[src/rtl/bra_pkg.sv]
`timescale 1ns / 1ps
// ----------------------------------------------------------------------------
// bra_pkg
// Shared types and codes of the bitmap range allocator.
// ----------------------------------------------------------------------------
package bra_pkg;

	localparam int IDX_W  = 11;
	localparam int CNT_W  = IDX_W + 1;
	localparam int MODE_W = 4;
	localparam int STAT_W = 2;

	localparam logic [MODE_W-1:0] MODE_SET_BIT   = 4'd0;
	localparam logic [MODE_W-1:0] MODE_FLIP_BIT  = 4'd1;
	localparam logic [MODE_W-1:0] MODE_TEST_BIT  = 4'd2;
	localparam logic [MODE_W-1:0] MODE_SET_RANGE = 4'd3;
	localparam logic [MODE_W-1:0] MODE_COUNT     = 4'd4;
	localparam logic [MODE_W-1:0] MODE_CONTAINS  = 4'd5;
	localparam logic [MODE_W-1:0] MODE_FIRST_FIT = 4'd6;
	localparam logic [MODE_W-1:0] MODE_BEST_FIT  = 4'd7;
	localparam logic [MODE_W-1:0] MODE_ALLOC     = 4'd8;

	localparam logic [STAT_W-1:0] ST_OK     = 2'd0;
	localparam logic [STAT_W-1:0] ST_NONE   = 2'd1;
	localparam logic [STAT_W-1:0] ST_BOUNDS = 2'd2;

	localparam logic [IDX_W-1:0] SIZE_RESET = 11'd1024;

	typedef enum logic [2:0] {
		S_CLR,
		S_IDLE,
		S_DIVQ,
		S_DIVR,
		S_FETCH,
		S_LOAD,
		S_STEP,
		S_DONE
	} state_t;

endpackage

[src/rtl/bra_if.sv]
`timescale 1ns / 1ps
// ----------------------------------------------------------------------------
// bra_if
// Request and response channels of the bitmap range allocator.
// ----------------------------------------------------------------------------
interface bra_req_if;
	logic                       valid;
	logic                       ready;
	logic [bra_pkg::MODE_W-1:0] mode;
	logic [bra_pkg::IDX_W-1:0]  position;
	logic [bra_pkg::IDX_W-1:0]  length;
	logic                       bit_value;

	modport source (output valid, mode, position, length, bit_value, input ready);
	modport sink   (input valid, mode, position, length, bit_value, output ready);
endinterface

interface bra_rsp_if;
	logic                       valid;
	logic                       ready;
	logic [bra_pkg::IDX_W-1:0]  found_index;
	logic [bra_pkg::IDX_W-1:0]  tally;
	logic                       flag;
	logic [bra_pkg::STAT_W-1:0] status;

	modport source (output valid, found_index, tally, flag, status, input ready);
	modport sink   (input valid, found_index, tally, flag, status, output ready);
endinterface

[src/rtl/bra_store.sv]
`timescale 1ns / 1ps
// ----------------------------------------------------------------------------
// bra_store
// Word memory of the bit map: one write port, one registered read port.
// ----------------------------------------------------------------------------
module bra_store #(
	parameter int DEPTH = 32,
	parameter int WIDTH = 32,
	parameter int AW    = 5
) (
	input  logic             clk,
	input  logic             we,
	input  logic [AW-1:0]    waddr,
	input  logic [WIDTH-1:0] wdata,
	input  logic [AW-1:0]    raddr,
	output logic [WIDTH-1:0] rdata
);
	logic [WIDTH-1:0] mem [DEPTH];

	always_ff @(posedge clk) begin
		if (we) begin
			mem[waddr] <= wdata;
		end
		rdata <= mem[raddr];
	end

endmodule

[src/rtl/bitmap_range_allocator_core.sv]
`timescale 1ns / 1ps
// ----------------------------------------------------------------------------
// bitmap_range_allocator_core
// Bit map with single-bit, range, count, first/best-fit run search and allocate ops.
// ----------------------------------------------------------------------------
// The map lives in a one-port-write, registered-read word memory and is swept
// to zero word by word after reset, with no requests taken then.
// One request is in work at a time. A request walks the map one bit per cycle
// while its word buffer holds a word; each word it loads costs a step that
// finds the buffer empty, a read and a load. Setup (divide states DIVQ and
// DIVR) comes before the walk and a result state after it. Ranges walk their
// length; searches walk from position up to the hit or to the size in use.
// An allocation walks twice.
// ----------------------------------------------------------------------------
module bitmap_range_allocator_core #(
	parameter int NBITS     = 1024,
	parameter int WORD_BITS = 32
) (
	input  logic                       clk,
	input  logic                       arst_n,
	input  logic                       cfg_we,
	input  logic [bra_pkg::IDX_W-1:0]  cfg_wdata,
	bra_req_if.sink                    req,
	bra_rsp_if.source                  rsp
);
	import bra_pkg::*;

	localparam int NWORDS = (NBITS + WORD_BITS - 1) / WORD_BITS;
	localparam int AW     = (NWORDS > 1) ? $clog2(NWORDS) : 1;
	localparam int OW     = $clog2(WORD_BITS);
	localparam int SH     = 18;
	localparam int RECIP  = ((1 << SH) + WORD_BITS - 1) / WORD_BITS;
	localparam int CAP    = (NBITS > 2047) ? 2047 : NBITS;
	localparam logic [IDX_W-1:0] CAP_V  = IDX_W'(CAP);
	localparam logic [OW-1:0]    OFF_LAST = OW'(WORD_BITS - 1);
	localparam logic [AW-1:0]    CLR_LAST = AW'(NWORDS - 1);

	state_t state_q, state_d;

	logic [IDX_W-1:0]     size_cfg_q;
	logic [IDX_W-1:0]     size;
	logic [MODE_W-1:0]    mode_q;
	logic                 v_q;
	logic [IDX_W-1:0]     len_q;
	logic [CNT_W-1:0]     i_q;
	logic [IDX_W-1:0]     rem_q;
	logic [CNT_W-1:0]     wq_q;
	logic [AW-1:0]        wa_q;
	logic [OW-1:0]        off_q;
	logic [WORD_BITS-1:0] wbuf_q;
	logic                 bufv_q;
	logic                 alloc_q;
	logic [CNT_W-1:0]     run_q;
	logic [IDX_W-1:0]     rs_q;
	logic [CNT_W-1:0]     best_q;
	logic                 have_q;
	logic [IDX_W-1:0]     at_q;
	logic [IDX_W-1:0]     tally_q;
	logic                 flag_q;
	logic [IDX_W-1:0]     found_q;
	logic [STAT_W-1:0]    status_q;
	logic [AW-1:0]        clr_q;

	logic                 ov_q;
	logic [IDX_W-1:0]     o_found_q;
	logic [IDX_W-1:0]     o_tally_q;
	logic                 o_flag_q;
	logic [STAT_W-1:0]    o_status_q;

	logic                 mem_we;
	logic [AW-1:0]        mem_waddr;
	logic [WORD_BITS-1:0] mem_wdata;
	logic [WORD_BITS-1:0] mem_rdata;

	// request decode
	logic acc, a_single, a_range, a_search, a_bounds, a_short;
	// walk
	logic ranged, writer, rng_end, sr_end, wrap, b, nbit, match, cand, ff_hit, done_load;
	logic [WORD_BITS-1:0] nbuf;
	logic [CNT_W-1:0]     run_n;
	logic [IDX_W-1:0]     ff_at;
	logic [CNT_W+SH-1:0]  qprod;
	logic [CNT_W-1:0]     wmul;

	assign size = (size_cfg_q > CAP_V) ? CAP_V : size_cfg_q;

	always_comb begin
		acc      = (state_q == S_IDLE) && req.valid;
		a_single = req.mode <= MODE_TEST_BIT;
		a_range  = (req.mode >= MODE_SET_RANGE) && (req.mode <= MODE_CONTAINS);
		a_search = (req.mode >= MODE_FIRST_FIT) && (req.mode <= MODE_ALLOC);
		a_bounds = (a_single && (req.position >= size))
		        || (a_range && ((req.position > size) || (req.length > size - req.position)))
		        || (a_search && (req.position > size));
		a_short  = (a_range && (req.length == '0))
		        || (a_search && (req.length > size))
		        || (a_search && (req.mode != MODE_BEST_FIT) && (req.length == '0));
	end

	always_comb begin
		ranged  = alloc_q || (mode_q <= MODE_CONTAINS);
		writer  = alloc_q || (mode_q == MODE_SET_BIT) || (mode_q == MODE_FLIP_BIT)
		       || (mode_q == MODE_SET_RANGE);
		rng_end = ranged && (rem_q == '0);
		sr_end  = !ranged && (i_q == {1'b0, size});
		wrap    = (off_q == OFF_LAST);
		b       = wbuf_q[off_q];
		match   = (b == v_q);
		nbit    = (mode_q == MODE_FLIP_BIT && !alloc_q) ? ~b : v_q;
		nbuf    = wbuf_q;
		if (writer) begin
			nbuf[off_q] = nbit;
		end
		run_n   = match ? run_q + 1'b1 : '0;
		ff_hit  = run_n >= {1'b0, len_q};
		ff_at   = IDX_W'(i_q + 1'b1 - {1'b0, len_q});
		cand    = (run_q != '0) && (run_q >= {1'b0, len_q}) && (!have_q || run_q < best_q);
		qprod   = (CNT_W+SH)'(i_q) * (CNT_W+SH)'(RECIP);
		wmul    = wq_q * CNT_W'(WORD_BITS);
		done_load = !ov_q || rsp.ready;
	end

	always_comb begin
		state_d = state_q;
		unique case (state_q)
			S_CLR:   if (clr_q == CLR_LAST) state_d = S_IDLE;
			S_IDLE:  begin
				if (acc) begin
					if (!(a_single || a_range || a_search) || a_bounds || a_short)
						state_d = S_DONE;
					else
						state_d = S_DIVQ;
				end
			end
			S_DIVQ:  state_d = S_DIVR;
			S_DIVR:  state_d = S_STEP;
			S_FETCH: state_d = S_LOAD;
			S_LOAD:  state_d = S_STEP;
			S_STEP:  begin
				if (rng_end || sr_end)
					state_d = S_DONE;
				else if (!bufv_q)
					state_d = S_FETCH;
				else if (!ranged && mode_q != MODE_BEST_FIT && ff_hit)
					state_d = (mode_q == MODE_ALLOC) ? S_DIVQ : S_DONE;
			end
			S_DONE:  if (done_load) state_d = S_IDLE;
			default: state_d = S_IDLE;
		endcase
	end

	always_comb begin
		req.ready = (state_q == S_IDLE);
		mem_we    = 1'b0;
		mem_waddr = wa_q;
		mem_wdata = nbuf;
		unique case (state_q)
			S_CLR:  begin
				mem_we    = 1'b1;
				mem_waddr = clr_q;
				mem_wdata = '0;
			end
			S_STEP: begin
				if (rng_end) begin
					mem_we    = writer && bufv_q;
					mem_wdata = wbuf_q;
				end else if (!sr_end && bufv_q && ranged) begin
					mem_we = writer && wrap;
				end
			end
			default: mem_we = 1'b0;
		endcase
	end

	bra_store #(
		.DEPTH (NWORDS),
		.WIDTH (WORD_BITS),
		.AW    (AW)
	) u_store (
		.clk   (clk),
		.we    (mem_we),
		.waddr (mem_waddr),
		.wdata (mem_wdata),
		.raddr (wa_q),
		.rdata (mem_rdata)
	);

	always_ff @(posedge clk or negedge arst_n) begin
		if (!arst_n) begin
			state_q    <= S_CLR;
			size_cfg_q <= SIZE_RESET;
			clr_q      <= '0;
			ov_q       <= 1'b0;
			bufv_q     <= 1'b0;
			alloc_q    <= 1'b0;
		end else begin
			state_q <= state_d;
			if (cfg_we) size_cfg_q <= cfg_wdata;
			if (ov_q && rsp.ready && state_q != S_DONE) ov_q <= 1'b0;
			unique case (state_q)
				S_CLR:  clr_q <= clr_q + 1'b1;
				S_IDLE: begin
					if (acc) begin
						mode_q   <= req.mode;
						v_q      <= req.bit_value;
						len_q    <= req.length;
						i_q      <= {1'b0, req.position};
						rem_q    <= a_single ? IDX_W'(1) : req.length;
						bufv_q   <= 1'b0;
						alloc_q  <= 1'b0;
						run_q    <= '0;
						have_q   <= 1'b0;
						tally_q  <= '0;
						flag_q   <= 1'b0;
						status_q <= a_bounds ? ST_BOUNDS
						          : (a_search && req.length > size) ? ST_NONE : ST_OK;
						found_q  <= (a_search && !a_bounds && req.length == '0
						             && req.mode != MODE_BEST_FIT) ? req.position : '0;
					end
				end
				S_DIVQ: wq_q <= qprod[CNT_W+SH-1:SH];
				S_DIVR: begin
					wa_q  <= AW'(wq_q);
					off_q <= OW'(i_q - wmul);
				end
				S_LOAD: begin
					wbuf_q <= mem_rdata;
					bufv_q <= 1'b1;
				end
				S_STEP: begin
					if (rng_end) begin
						bufv_q <= 1'b0;
					end else if (sr_end) begin
						bufv_q <= 1'b0;
						if (mode_q == MODE_BEST_FIT) begin
							if (cand) found_q <= rs_q;
							else if (have_q) found_q <= at_q;
							else status_q <= ST_NONE;
						end else begin
							status_q <= ST_NONE;
						end
					end else if (bufv_q) begin
						wbuf_q <= nbuf;
						i_q    <= (!ranged && mode_q == MODE_ALLOC && ff_hit)
						          ? {1'b0, ff_at} : i_q + 1'b1;
						off_q  <= wrap ? '0 : off_q + 1'b1;
						if (wrap) begin
							wa_q <= wa_q + 1'b1;
						end
						if (wrap || (!ranged && mode_q != MODE_BEST_FIT && ff_hit)) begin
							bufv_q <= 1'b0;
						end
						if (ranged) begin
							rem_q <= rem_q - 1'b1;
							if (!alloc_q && mode_q == MODE_TEST_BIT) flag_q <= b;
							if (!alloc_q && (mode_q == MODE_COUNT || mode_q == MODE_CONTAINS)
							    && match)
								tally_q <= tally_q + 1'b1;
						end else if (mode_q == MODE_BEST_FIT) begin
							if (match) begin
								if (run_q == '0) rs_q <= IDX_W'(i_q);
								run_q <= run_q + 1'b1;
							end else begin
								if (cand) begin
									have_q <= 1'b1;
									best_q <= run_q;
									at_q   <= rs_q;
								end
								run_q <= '0;
							end
						end else begin
							run_q <= run_n;
							if (ff_hit) begin
								found_q <= ff_at;
								if (mode_q == MODE_ALLOC) begin
									alloc_q <= 1'b1;
									v_q     <= ~v_q;
									rem_q   <= len_q;
								end
							end
						end
					end
				end
				S_DONE: begin
					if (done_load) begin
						ov_q       <= 1'b1;
						o_found_q  <= found_q;
						o_tally_q  <= (mode_q == MODE_CONTAINS) ? '0 : tally_q;
						o_flag_q   <= (mode_q == MODE_CONTAINS) ? (tally_q != '0) : flag_q;
						o_status_q <= status_q;
					end
				end
				default: ;
			endcase
		end
	end

	assign rsp.valid       = ov_q;
	assign rsp.found_index = o_found_q;
	assign rsp.tally       = o_tally_q;
	assign rsp.flag        = o_flag_q;
	assign rsp.status      = o_status_q;

endmodule

[src/flat_wrapper.sv]
// flat-port wrapper written by rule: the top's interface ports become plain ports
module bitmap_range_allocator_core_flat import bra_pkg::*;
#(
	parameter int NBITS     = 1024,
	parameter int WORD_BITS = 32
)
  (clk, arst_n, cfg_we, cfg_wdata, req_valid, req_mode, req_position, req_length, req_bit_value, req_ready, rsp_valid, rsp_found_index, rsp_tally, rsp_flag, rsp_status, rsp_ready);
  bra_req_if req_i ();
  bra_rsp_if rsp_i ();
  input  logic clk;
  input  logic arst_n;
  input  logic cfg_we;
  input  logic [bra_pkg::IDX_W-1:0] cfg_wdata;
  input wire logic [$bits(req_i.valid)-1:0] req_valid;
  input wire logic [$bits(req_i.mode)-1:0] req_mode;
  input wire logic [$bits(req_i.position)-1:0] req_position;
  input wire logic [$bits(req_i.length)-1:0] req_length;
  input wire logic [$bits(req_i.bit_value)-1:0] req_bit_value;
  output wire logic [$bits(req_i.ready)-1:0] req_ready;
  output wire logic [$bits(rsp_i.valid)-1:0] rsp_valid;
  output wire logic [$bits(rsp_i.found_index)-1:0] rsp_found_index;
  output wire logic [$bits(rsp_i.tally)-1:0] rsp_tally;
  output wire logic [$bits(rsp_i.flag)-1:0] rsp_flag;
  output wire logic [$bits(rsp_i.status)-1:0] rsp_status;
  input wire logic [$bits(rsp_i.ready)-1:0] rsp_ready;
  assign req_i.valid = req_valid;
  assign req_i.mode = req_mode;
  assign req_i.position = req_position;
  assign req_i.length = req_length;
  assign req_i.bit_value = req_bit_value;
  assign req_ready = req_i.ready;
  assign rsp_valid = rsp_i.valid;
  assign rsp_found_index = rsp_i.found_index;
  assign rsp_tally = rsp_i.tally;
  assign rsp_flag = rsp_i.flag;
  assign rsp_status = rsp_i.status;
  assign rsp_i.ready = rsp_ready;
  bitmap_range_allocator_core #(.NBITS(NBITS), .WORD_BITS(WORD_BITS)) u_core (.clk(clk), .arst_n(arst_n), .cfg_we(cfg_we), .cfg_wdata(cfg_wdata), .req(req_i), .rsp(rsp_i));
endmodule
[config.mk]
export PLATFORM = sky130hd
export DESIGN_NAME = bitmap_range_allocator_core_flat
export DESIGN_NICKNAME = d
export VERILOG_FILES = /design/src/rtl/bra_pkg.sv /design/src/rtl/bra_if.sv /design/src/rtl/bra_store.sv /design/src/rtl/bitmap_range_allocator_core.sv /design/src/flat_wrapper.sv
export SDC_FILE = /design/constraint.sdc
export NUM_CORES = 2
export LEC_CHECK = 0
export ABC_CLOCK_PERIOD_IN_PS = 4490
export BUFFER_PORTS_ARGS = -buffer_cell sky130_fd_sc_hd__buf_2
export CORE_AREA = 10 10 376 378
export CTS_BUF_LIST = sky130_fd_sc_hd__clkbuf_8
export DETAILED_ROUTE_END_ITERATION = 8
export DIE_AREA = 0 0 386 388
export PLACE_DENSITY = 0.65
export SLEW_MARGIN = 5
export SYNTH_ARGS = -nofsm -noshare
export SYNTH_HDL_FRONTEND = slang
export SYNTH_SLANG_ARGS = --single-unit
[constraint.sdc]
create_clock -name clk -period 4.49 [get_ports clk]
set_clock_uncertainty 0.05 [all_clocks]
set_input_delay 0.2245 -clock clk [delete_from_list [all_inputs] [get_ports clk]]
set_output_delay 0.2245 -clock clk [all_outputs]
set_load 0.01 [all_outputs]
=== Word-level counts from Yosys, hierarchy flattened ===
Memory sizes are Yosys's and may differ from the RTL's. A register that Yosys moved wholly into a read port is not among the register bits.
Cells that the tools add are included.

* Register bits: 205
* Bits in writable memories: 1,024
* Bits of input ports: 43
* Output and inout bits: 27
* Logic and storage cells: 332
* Memories kept: 1

{| class="wikitable"
|+ Memory list
! name !! words !! width !! read ports !! clocked after memory_dff !! wr ports !! RTL line !! RTL
|-
| u_core.u_store.mem || 32 || 32 || 1 || 1 || 1 || bra_store.sv:18 || <nowiki>logic [WIDTH-1:0] mem [DEPTH];</nowiki>
|}

* Add/sub/neg operators: 10
* Order comparisons: 16
* Equal/unequal tests: 51
* Multiplexer cells: 131
* Bitwise logic cells: 6
* Reduce and logical (&&, ||, !) cells: 89

{| class="wikitable"
|+ Operator list
! operator !! number
|-
| $mux 11 || 27
|-
| $mux 32 || 5
|-
| $mux 12 || 11
|-
| $pmux 32 s2 || 2
|-
| $pmux 11 s2 || 3
|-
| $pmux 12 s2 || 2
|-
| $mux 5 || 9
|-
| $mux 1 || 44
|-
| $reduce_and 9->1 || 4
|-
| $gt 11x11->1 || 3
|-
| $bwmux 32 || 1
|-
| $logic_and 1x1->1 || 32
|-
| $reduce_and 10->1 || 3
|-
| $ne 2x1->1 const B || 13
|-
| $add 12x1->12 const B || 2
|-
| $ge 12x11->1 || 2
|-
| $mux 3 || 8
|-
| $logic_not 11->1 || 2
|-
| $sub 11x11->11 || 2
|-
| $pmux 3 s7 || 1
|-
| $pmux 5 s2 || 2
|-
| $logic_or 1x1->1 || 18
|-
| $reduce_and 8->1 || 2
|-
| $add 5x1->5 const B || 3
|-
| other kinds (52) || 102
|}

=== Longest topological paths before layout ===
* Word-level depth: 15
* Depth in mapped cells: 22
* Gate-level depth less buffers: 20

=== Modules after synthesis ===
Synthesis repeated with hierarchy kept, for this count alone.

* Cell total of the unflattened synthesis: 3,695
* Area total of the unflattened synthesis: 54,105.6 sq um

{| class="wikitable"
|+ By module, submodules not included
! module !! times used !! cells each !! area an instance (sq um)
|-
| bra_store || 1 || 2,260 || 40,487.6
|-
| bitmap_range_allocator_core || 1 || 1,435 || 13,618.1
|}

=== Least setup slack after synthesis ===
No wires, ideal clock.

* Path kind: register -> register
* Start: register u_core.off_q[4]
* End: register u_core.rem_q[0] (enable)
* Data arrival time: 4.318 ns
* Required time: 4.040 ns
* Path slack: -0.279 ns
* Stages on the path, launching flop included: 19
* Path buffers: 4
* Cells stage by stage: edfxtp_1 > buf_6 > and3_1 > buf_2 > a22oi_1 > nand4_1 > a222oi_1 > buf_6 > xor2_2 > buf_2 > nor2_1 > ha_1 > a211o_1 > o221ai_1 > a21oi_1 > a211oi_1 > mux2i_2 > nand2_1 > a311oi_1

* Longest elaborated chain between the ends: 7

{| class="wikitable"
|+ Ends and longest elaborated chain
! item !! RTL line !! RTL
|-
| start: declaration || bitmap_range_allocator_core.sv:49 || <nowiki>logic [OW-1:0] off_q;</nowiki>
|-
| start signal: assignment || bitmap_range_allocator_core.sv:224 || <nowiki>off_q <= OW'(i_q - wmul);</nowiki>
|-
| start signal: assignment || bitmap_range_allocator_core.sv:246 || <nowiki>off_q <= wrap ? '0 : off_q + 1'b1;</nowiki>
|-
| $bmux 1 s5 || bitmap_range_allocator_core.sv:107 || <nowiki>b = wbuf_q[off_q];</nowiki>
|-
| $mux 1 (implied by the code) || bitmap_range_allocator_core.sv:107 ||
|-
| $eq 1x1->1 || bitmap_range_allocator_core.sv:108 || <nowiki>match = (b == v_q);</nowiki>
|-
| $mux 12 || bitmap_range_allocator_core.sv:114 || <nowiki>run_n = match ? run_q + 1'b1 : '0;</nowiki>
|-
| net u_core.run_n[9] || bitmap_range_allocator_core.sv:80 || <nowiki>logic [CNT_W-1:0] run_n;</nowiki>
|-
| $ge 12x11->1 || bitmap_range_allocator_core.sv:115 || <nowiki>ff_hit = run_n >= {1'b0, len_q};</nowiki>
|-
| $ne 3x1->1 (no source line) || - ||
|-
| $reduce_and 9->1 (no source line) || - ||
|-
| end signal: assignment || bitmap_range_allocator_core.sv:208 || <nowiki>rem_q <= a_single ? IDX_W'(1) : req.length;</nowiki>
|-
| end signal: assignment || bitmap_range_allocator_core.sv:254 || <nowiki>rem_q <= rem_q - 1'b1;</nowiki>
|-
| end signal: assignment || bitmap_range_allocator_core.sv:278 || <nowiki>rem_q <= len_q;</nowiki>
|-
| end: declaration || bitmap_range_allocator_core.sv:46 || <nowiki>logic [IDX_W-1:0] rem_q;</nowiki>
|}

The timed path passes the listed nets, and every way through them passes these cells. The select of a mux whose other input is x is not followed.
A chain may end at the register's enable or synchronous reset.

=== Worst setup path after layout ===
* Start: register u_core.off_q[1]
* End: register u_core.found_q[4] (enable)

* Longest elaborated chain between the ends: 7

{| class="wikitable"
|+ Ends and longest elaborated chain
! item !! RTL line !! RTL
|-
| $bmux 1 s5 || bitmap_range_allocator_core.sv:107 ||
|-
| $mux 1 (implied by the code) || bitmap_range_allocator_core.sv:107 ||
|-
| $eq 1x1->1 || bitmap_range_allocator_core.sv:108 ||
|-
| $mux 12 || bitmap_range_allocator_core.sv:114 ||
|-
| net u_core.run_n[9] || bitmap_range_allocator_core.sv:80 ||
|-
| $ge 12x11->1 || bitmap_range_allocator_core.sv:115 ||
|-
| $ne 5x5->1 (no source line) || - ||
|-
| $reduce_and 10->1 (no source line) || - ||
|-
| end signal: assignment || bitmap_range_allocator_core.sv:217 || <nowiki>found_q <= (a_search && !a_bounds && req.length == '0</nowiki>
|-
| end signal: assignment || bitmap_range_allocator_core.sv:236 || <nowiki>if (cand) found_q <= rs_q;</nowiki>
|-
| end signal: assignment || bitmap_range_allocator_core.sv:237 || <nowiki>else if (have_q) found_q <= at_q;</nowiki>
|-
| end: declaration || bitmap_range_allocator_core.sv:60 || <nowiki>logic [IDX_W-1:0] found_q;</nowiki>
|}

The timed path passes the listed nets, and every way through them passes these cells. The select of a mux whose other input is x is not followed.

==> Flow_metrics.wiki <==
{| class="wikitable"
! Metric !! Value
|-
| Critical register-to-register path startpoint || u_core.off_q[1]
|-
| CTS tree || yes
|-
| Worst reg-to-reg path cell count || 18
|-
| Yosys top cell area share || just under 70%
|-
| Aggregate negative setup slack || 0 ps
|-
| Weighted congestion at the end of routability-driven global placement || between 0.8 and 0.9
|-
| Flop and latch count out of synthesis || 1261
|-
| Full die area || 150000 µm²
|-
| Number of nets at the end of the flow || 3445
|-
| Crit-path cells || buf_12, mux2i_1, a22oi_1, nand4_1, a222oi_1, buf_4, xor2_4, buf_4, nor2_1, ha_1, a211o_1, nor2_2, o211ai_1, buf_4, a211oi_2, mux2_4, a31oi_2, a41o_2
|-
| Fill count || ~11000
|-
| Most repeated library cell on the critical path || sky130_fd_sc_hd__buf_4
|-
| Number of H-tree levels || 4
|-
| Pin count of the biggest net entering global routing || 92
|-
| Number of global-route vias before repair || 29500
|-
| Commonest cells in the synthesized netlist || sky130_fd_sc_hd__edfxtp_1, sky130_fd_sc_hd__mux4_2, sky130_fd_sc_hd__nand2_1
|-
| Max Root-Sink Buffers || 3
|-
| Reg-to-reg endpoint || u_core.found_q[4]
|-
| Worst hold path depth || 3
|-
| Proportion of synthesized chip area in sequential cells || 70.3%
|-
| Effective utilization at floorplan || about two fifths
|-
| Core Region || ~130000 µm²
|-
| Launching element type of the critical path || register
|-
| Clk root buf || sky130_fd_sc_hd__clkbuf_8
|-
| Remaining antenna violation count after routing || 0
|-
| Number of design rule violations left after detail routing || 0
|-
| Total setup violations reported at the end of the flow || 0
|-
| Boundary pin count || 70
|-
| Crit-path max FO || 18
|-
| Period minus WS final || 4290 ps
|-
| Final clock period utilization by the worst path || 95.6%
|-
| Number of enable flip-flop cells after synthesis || 1207
|-
| Final count of hold timing violations || 0
|-
| Required time worst endpoint || 5090 ps
|-
| Tightest slew margin relative to the limit || 11.4%
|-
| Highest Clock Rate || 233 MHz
|-
| Most common cell in the netlist || sky130_fd_sc_hd__edfxtp_1
|-
| Initial antenna violation count || 2
|-
| Instance area at placement || roughly 57000 µm²
|-
| Final design area excluding fillers || 61600 µm²
|-
| PortBufs || 69
|-
| Mean instance size in the synthesized netlist || 17.9 µm²
|-
| CTS Buf Count || around 200
|-
| Maximum vdd ir drop || 0.243 mV
|-
| Vias per std cell || ~5.6
|-
| Slowest cell on the critical path || sky130_fd_sc_hd__edfxtp_1
|-
| Layout cell share with drive strength beyond 1 || 27.3%
|-
| Hold Path Class || in2reg
|-
| Wire length of the first global-routing pass || around 200000 µm
|-
| Leakage Power || 20.7 nW
|-
| End of the worst hold path || u_core.found_q[2]
|-
| Number of cells produced by synthesis || between 2000 and 3000
|-
| Height of the die || ~390 µm
|-
| Number of violations of the max-capacitance limit || 0
|-
| Post-layout total power || approximately 30 mW
|-
| Reg clk slew, reported paths || 60 ps
|-
| Wirelength per Cell || 25.9 µm
|-
| Worst slew pin tran || 1330 ps
|-
| Inst Count DP || 4805
|-
| Total global-route track usage || 17.9%
|-
| Netlist Area Pre-Place || 53300 µm²
|-
| Total grt overflow || 0
|-
| Result of the run || complete, no violations
|-
| TritonCTS Sinks || 1261
|-
| Site row count || 134
|-
| Synth area leaders || sky130_fd_sc_hd__edfxtp_1, sky130_fd_sc_hd__mux4_2, sky130_fd_sc_hd__ha_1
|-
| Critical setup path kind || reg2reg
|-
| Most used flip-flop cell after synthesis || sky130_fd_sc_hd__edfxtp_1
|-
| Setup slack of the worst register-to-register path || 200 ps
|-
| Crit-path max cell delay || between 400 and 500 ps
|-
| WL final || 136000 µm
|-
| Via count || 29500
|-
| Area added between synthesis and finish || 15.7%
|-
| Detailed-placement wirelength estimate || 79900 µm
|-
| Async set-reset flop share out of synthesis || 1.74%
|-
| TritonRoute pass-1 iters || 6
|-
| Post-synth top area cell || sky130_fd_sc_hd__edfxtp_1
|-
| Worst Setup End Kind || register
|-
| Count of pins over their slew limit || 0
|-
| Launch point of the worst hold path || req_position[2]
|-
| Number of warnings printed during yosys synthesis || 0
|-
| Width of the die || 386 µm
|-
| Arrival time of data at the critical path endpoint || 4890 ps
|-
| Number of DRC violations after detailed-routing iteration 0 || about 3200
|-
| Non-filler cells, final || 5247
|-
| Power density cells || 492 nW/µm²
|-
| Skew-Pair Late Insertion Delay || 930 ps
|-
| Synthesized Nets || approximately 3100
|-
| Synth unique cells || 88
|}
## sequential cells by signal (all words and copies together) (netlist names), 12 cells and up
register	flops
u_core.u_store.mem	1024
u_core.best_q	12
u_core.i_q	12
u_core.wbuf_q	32
u_core.run_q	12
u_core.u_store.rdata	32
## critical path: cells and delay by family, from the launching register on
kind / cells / cell delay, ps
and+or+nand+nor: 3 / 310
muxes: 2 / 330
xor gates and xnor gates: 1 / 200
DFF: 1 / 410
buffers and inverters: 4 / 710
adders and majority gates: 1 / 310
AOI/OAI and AO/OA: 7 / 1680
## placed cells by master (no fill, tap or decap), types with 69 or more instances in the layout
| master | count |
|---|---|
| sky130_fd_sc_hd__nor2_1 | 97 |
| sky130_fd_sc_hd__o21ai_0 | 109 |
| sky130_fd_sc_hd__buf_4 | 133 |
| sky130_fd_sc_hd__inv_1 | 166 |
| sky130_fd_sc_hd__buf_2 | 69 |
| sky130_fd_sc_hd__ha_1 | 91 |
| sky130_fd_sc_hd__edfxtp_1 | 1207 |
| sky130_fd_sc_hd__clkbuf_8 | 220 |
| sky130_fd_sc_hd__mux4_2 | 322 |
| sky130_fd_sc_hd__nand2_1 | 158 |
| sky130_fd_sc_hd__a21oi_1 | 86 |
## report_power, final
group | internal [mW] | switching (mW) | total, mW
Clock | 4.82 | 4.56 | 9.38
Sequential | 14.6 | 0.462 | 15.1
Combinational | 2.03 | 3.78 | 5.80
Total | 21.5 | 8.80 | 30.3
## through the flow
stage / hold WS, ps / setup WS, ps / utilization [%]
after floorplan: -121 / 12.5 / -
after global placement: 44.5 / 149 / 42.7
after detailed placement: 43.9 / 85.6 / 42.7
after CTS: 79.6 / 53.8 / 46.1
after global routing: 134 / -64.8 / 46.2
final: 167 / 199 / 46.2
## routing by layer
layer	track usage [%]	part of all wire, %	vias to the layer above
met3	4.07	7.9	256
li1	-	-	12700
met2	28.4	48	1289
met4	6.38	3.1	2
met1	24.2	41	15200
met5	0	0.0096	-
## how the worst max path moves through the flow
stage,slack (ps),endpoint,from,depth (start not counted)
4_1_cts,50,u_core.found_q[5],u_core.size_cfg_q[10],20
3_5_place_dp,90,u_core.found_q[5],u_core.off_q[4],15
3_3_place_gp,150,u_core.found_q[1],u_core.size_cfg_q[10],21
6_report,200,u_core.found_q[4],u_core.off_q[1],18
5_1_grt,-60,u_core.found_q[9],u_core.off_q[3],18
2_1_floorplan,10,u_core.found_q[1],u_core.size_cfg_q[10],20
## kinds of logic (layout without fill, tap and decap cells)
logic type	Yosys count	in the layout	share of synthesized area, %
flip-flops	1261	1261	70.3
AND/OR/NAND/NOR	515	515	4.71
AO/OA/AOI/OAI	372	373	4.30
adder cells (fa/ha/maj)	93	93	2.21
multiplexers	414	414	15.5
other	0	1	0
XOR/XNOR	68	68	1.13
buffers and inverters	249	754	1.93
## area by class of cell
| type | instances | area (µm²) | share of cell area [%] |
|---|---|---|---|
| Tap cell | 1768 | 2210 | 3.59 |
| Sequential cell | 1261 | 37400 | 60.8 |
| Antenna cell | 1 | 2.50 | 0.00406 |
| Multi-Input combinational cell | 1463 | 15300 | 24.9 |
| Timing Repair Buffer | 287 | 2420 | 3.92 |
| Clock buffer | 220 | 3030 | 4.91 |
| Inverter | 93 | 349 | 0.567 |
| Clock inverter | 154 | 845 | 1.37 |
## what timing repair did
item | 4_1_cts | 5_1_grt
hold endpoints to repair | 88 | 0
resized for setup | 0 | 25
setup endpoints to repair | 0 | 51
buffers inserted | 0 | 5
hold buffers | 61 | 0
Note: power is estimated with default switching activity, not from simulation.
